### src/sv/assert_macros.svh
// ----------------------------------------------------------------------------
// assertion macros
// shared concurrent assertion helpers for the collision response block
// ----------------------------------------------------------------------------
`ifndef ASSERT_MACROS_SVH
`define ASSERT_MACROS_SVH

`ifndef NO_ASSERTIONS

`define CFCR_ASSERT(lbl, clk, rstn, prop) \
  lbl: assert property (@(posedge clk) disable iff (!rstn) (prop)) \
    else $error("%m: property failed");

`define CFCR_ASSERT_NEVER(lbl, clk, rstn, cond) \
  lbl: assert property (@(posedge clk) disable iff (!rstn) !(cond)) \
    else $error("%m: forbidden condition seen");

`else

`define CFCR_ASSERT(lbl, clk, rstn, prop)

`define CFCR_ASSERT_NEVER(lbl, clk, rstn, cond)

`endif

`endif

### src/sv/cfcr_pkg.sv
// ----------------------------------------------------------------------------
// cfcr_pkg
// shared types, constants and helpers of the collision response block
// ----------------------------------------------------------------------------
package cfcr_pkg;

  localparam logic [31:0] FRICTION_RESET = 32'd19688456;
  localparam int unsigned QDEPTH = 4;
  localparam int unsigned PTR_W  = $clog2(QDEPTH);
  localparam int unsigned CNT_W  = $clog2(QDEPTH + 1);

  typedef enum logic [1:0] {
    KIND_UNCHANGED = 2'd0,
    KIND_STICK     = 2'd1,
    KIND_SLIDE     = 2'd2
  } response_kind_e;

  // classified item handed from the front to the back
  typedef struct packed {
    logic        collide;
    logic [31:0] tx;
    logic [31:0] ty;
    logic [31:0] neg_vn;
    logic [31:0] bx;
    logic [31:0] by;
    logic [31:0] vx;
    logic [31:0] vy;
  } front_item_t;

  typedef struct packed {
    logic        valid;
    front_item_t item;
  } item_xfer_t;

  function automatic logic [31:0] sat32(input logic signed [63:0] v);
    logic [31:0] r;
    if (v > 64'sd2147483647) begin
      r = 32'h7FFF_FFFF;
    end else if (v < -64'sd2147483648) begin
      r = 32'h8000_0000;
    end else begin
      r = v[31:0];
    end
    return r;
  endfunction

endpackage

### src/sv/cfcr_queue.sv
// ----------------------------------------------------------------------------
// cfcr_queue
// short fifo of classified items between front and back
// ----------------------------------------------------------------------------
`include "assert_macros.svh"

module cfcr_queue (
  input  logic                 clk_i,
  input  logic                 rst_ni,
  input  cfcr_pkg::item_xfer_t push_i,
  output logic                 full_o,
  input  logic                 pop_i,
  output cfcr_pkg::item_xfer_t head_o
);
  import cfcr_pkg::*;

  front_item_t      mem_q [QDEPTH];
  logic [PTR_W-1:0] wr_q, wr_d, rd_q, rd_d;
  logic [CNT_W-1:0] count_q, count_d;
  logic             push, pop;

  assign push   = push_i.valid;
  assign pop    = pop_i;
  assign full_o = count_q == CNT_W'(QDEPTH);
  assign head_o.valid = count_q != '0;
  assign head_o.item  = mem_q[rd_q];

  always_comb begin
    wr_d    = wr_q;
    rd_d    = rd_q;
    count_d = count_q;
    if (push) begin
      wr_d = (wr_q == PTR_W'(QDEPTH - 1)) ? '0 : wr_q + PTR_W'(1);
    end
    if (pop) begin
      rd_d = (rd_q == PTR_W'(QDEPTH - 1)) ? '0 : rd_q + PTR_W'(1);
    end
    if (push && !pop) begin
      count_d = count_q + CNT_W'(1);
    end else if (pop && !push) begin
      count_d = count_q - CNT_W'(1);
    end
  end

  always_ff @(posedge clk_i or negedge rst_ni) begin
    if (!rst_ni) begin
      wr_q    <= '0;
      rd_q    <= '0;
      count_q <= '0;
    end else begin
      wr_q    <= wr_d;
      rd_q    <= rd_d;
      count_q <= count_d;
    end
  end

  always_ff @(posedge clk_i) begin
    if (push) begin
      mem_q[wr_q] <= push_i.item;
    end
  end

  `CFCR_ASSERT_NEVER(a_no_overflow, clk_i, rst_ni, push && full_o)
  `CFCR_ASSERT_NEVER(a_no_underflow, clk_i, rst_ni, pop && !head_o.valid)
  `CFCR_ASSERT(a_count_up, clk_i, rst_ni, (push && !pop) |=> count_q == $past(count_q) + CNT_W'(1))

endmodule

### config.mk
export PLATFORM = sky130hd
export DESIGN_NAME = cfcr_queue
export DESIGN_NICKNAME = d
export VERILOG_FILES = /design/src/sv/cfcr_pkg.sv /design/src/sv/cfcr_queue.sv
export VERILOG_INCLUDE_DIRS = /design/src /design/src/sv
export SDC_FILE = /design/constraint.sdc
export NUM_CORES = 1
export LEC_CHECK = 0
export ABC_AREA = 0
export BUFFER_PORTS_ARGS = -buffer_cell sky130_fd_sc_hd__buf_2
export CORE_MARGIN = 8
export CORE_UTILIZATION = 45
export CTS_CLUSTER_SIZE = 14
export DETAILED_ROUTE_END_ITERATION = 16
export PLACE_DENSITY = 0.68
export REMOVE_ABC_BUFFERS = 1
export SLEW_MARGIN = 10
export SYNTH_ARGS = -nofsm -noshare
export SYNTH_HDL_FRONTEND = slang
export SYNTH_SLANG_ARGS = --single-unit
### constraint.sdc
create_clock -name clk_i -period 9.55 [get_ports clk_i]
set_input_delay 1.91 -clock clk_i [delete_from_list [all_inputs] [get_ports clk_i]]
set_output_delay 1.91 -clock clk_i [all_outputs]
set_load 0.01 [all_outputs]
==> results.ini <==
[route]
drt_pass1_iterations = 5
drtIter0Drc = 939
routed_wl_um = 67300
ant_nets = 0
vias = 14598
wl_per_cell_um = 24.2
drc = 0
via_per_inst = 5.25

[global_routing]
grt_first_pass_wirelength_um = 99300
grt_pass1_vias = 15592
overflow = 0
antenna_found_initial = 14
grt_max_degree = 141
grt_usage = 0.161

[pwr]
p_per_area_nw_per_um2 = 310
power.internal_mw = 8.70
p_leak_nw = 13.3
p_switching_mw = 3.49
p_seq_frac = 0.438
p_sw_frac = 0.286
peakVddDrop_v = 0.000223
clkPwrFrac = 0.297
pwr-share-comb = 0.265

[setup_path]
crit_type = reg -> out
critPathLaunchType = register
arrival_ns = 3.60
end_kind = primary output
cp.required_ns = 7.64
cp_max_fo = 56

[floorplanning]
fp.dieW_um = 286
chipHeight_um = 286
start_util = 0.452
ios = 456
die-area_um2 = 81800
core_area_um2 = 72600
num_rows = 99

[cts]
clk_pin_slew_worst_paths_ns = 0.06
cts.path.max_buffers = 3
post-cts-setup-buffer-count = 0
insertion_delay_ns = 0.63
post_cts_resized = 0
numCtsBuffers = 94
htree_levels = 3
clock_sinks = 907
cts_tree = done
clockRootBuffer = clkbuf_16
postCtsHoldBufs = 0

[synth]
yosysWarnings = 0
synth_area_leaders = edfxtp_1, mux4_2, dfrtp_1
synthArstFlopShare = 0.00772
synth.avg_cell_area_um2 = 27.1
yosysMostFrequentCell = edfxtp_1
ys_types = 20
syn_area_um2 = 32800
synth_area_leader_cell = edfxtp_1
synth_edf_count = 900
synthFlopType = edfxtp_1
synthTopCellsByCount = edfxtp_1, mux4_2, buf_2
synth_seq_cells = 907
synth_top_area_frac = 0.824
syn_inst = 1212
synth_seq_area_share = 0.829

[timing]
max_freq_mhz = 182
tightest_slew_ns = 1.13
final_max_slew_viol_count = 0
fin_skew_ns = 0.0138
finalHoldViolations = 0
period_minus_slack_ns = 5.51
tns_ns = 0
whs_ns = 0.481
fin_ws_ns = 4.04
fin_crit_sh = 0.577
rsz0062_at_grt = no
setup_violations = 0
max_slew_margin = 0.248

[finish]
nFillCells = 5578
final_cell_count_no_fill = 2779
final_nets = 1964
final_util = 0.542
area_growth_pct = 19.9
layout-drive-gt1-share = 0.469

[placed_design]
dp_hpwl_um = 41100
portBuffers = 455
place_congestion = 0.746
dp_cells = 2591
pre_cts_slack_ns = 4.59

[job]
cap_violations = 0

[run_status]
status = finished clean

[worst_hold_path]
hold_path_class = reg -> reg

-- stage by stage --
step | cell area [um^2] | power [mW]
after floorplan | 32500 | 8.00
after global placement | 36200 | 8.71
after detailed placement | 36200 | 8.77
after CTS | 39300 | 12.4
after global routing | 39300 | 12.7
final | 39300 | 12.2
-- cell usage in the layout (no fill, tap or decap) --
master,instances
nor2_1,3
clkinv_16,2
fa_1,1
clkinv_4,4
xor2_1,2
buf_2,455
buf_4,10
clkbuf_1,11
clkinv_2,22
inv_16,2
nand2_1,2
ha_1,6
clkbuf_16,95
o21ai_0,2
mux4_2,225
edfxtp_1,900
inv_8,1
and2_4,4
dfrtp_4,2
clkinv_1,19
or3_1,1
clkinvlp_4,6
dfrtp_1,5
buf_12,5
bufinv_16,11
diode_2,15
inv_1,4
xnor2_1,1
nor3b_1,1
mux2_2,3
-- power groups by stage --
stage	Clock (mW)	Sequential (mW)	Combinational (mW)
6_report	3.62	5.33	3.23
5_1_grt	3.86	5.39	3.48
4_1_cts	3.72	5.35	3.35
3_5_place_dp	0	5.43	3.34
3_3_place_gp	0	5.39	3.32
2_1_floorplan	0	5.75	2.24
-- area by class of cell --
cell class / instances / area (um^2) / share of cell area
Sequential cell: 907 / 27200 / 0.692
Multi-Input combinational cell: 251 / 5300 / 0.135
Timing Repair Buffer: 470 / 2450 / 0.0623
Clock buffer: 106 / 2420 / 0.0615
Tap cell: 959 / 1200 / 0.0305
Clock inverter: 67 / 703 / 0.0179
Antenna cell: 15 / 37.5 / 0.000954
Inverter: 4 / 15.0 / 0.000382
-- per-layer routing --
metal,track usage,vias up,wire length (um)
met4,0.0482,8,1450
met3,0.0495,97,5160
met1,0.201,7683,25900
li1,-,6356,-
met2,0.270,454,34800
met5,0,-,46
-- kinds of logic (layout without fill, tap and decap cells) --
logic type | count (synthesis) | in the layout | synth area share
XOR/XNOR | 3 | 3 | 0.000801
other | 0 | 15 | 0
AND/OR/NAND/NOR | 11 | 11 | 0.00175
buffers and inverters | 54 | 647 | 0.00938
multiplexers | 228 | 228 | 0.156
flip-flops | 907 | 907 | 0.829
AO/OA/AOI/OAI | 2 | 2 | 0.000305
adder cells (fa/ha/maj) | 7 | 7 | 0.00290
-- final timing paths --
check                                 from       endpoint  slack [ns]  cells past startpoint
worst max-delay path               rd_q[1]     head_o[71]        4.04                      4
worst min-delay path            count_q[2]     count_q[2]        0.48                      1
worst max register to register     wr_q[1]  mem_q[1][200]        6.68                      4
worst min register to register  count_q[2]     count_q[2]        0.48                      1
max in group asynchronous           rst_ni        rd_q[1]        8.19                      1
min in group asynchronous           rst_ni     count_q[0]        1.14                      1
-- registers in the layout, indices dropped and copies added (netlist names) --
signal / flops
rd_q: 2
mem_q: 900
count_q: 3
wr_q: 2
-- worst max-delay path, cell delays in order (launching register included) --
cell     delay [ns]
dfrtp_4        0.87
buf_4          0.80
buf_4          0.63
mux4_2         0.40
buf_2          0.16
Power figures use the tool's default switching activity.
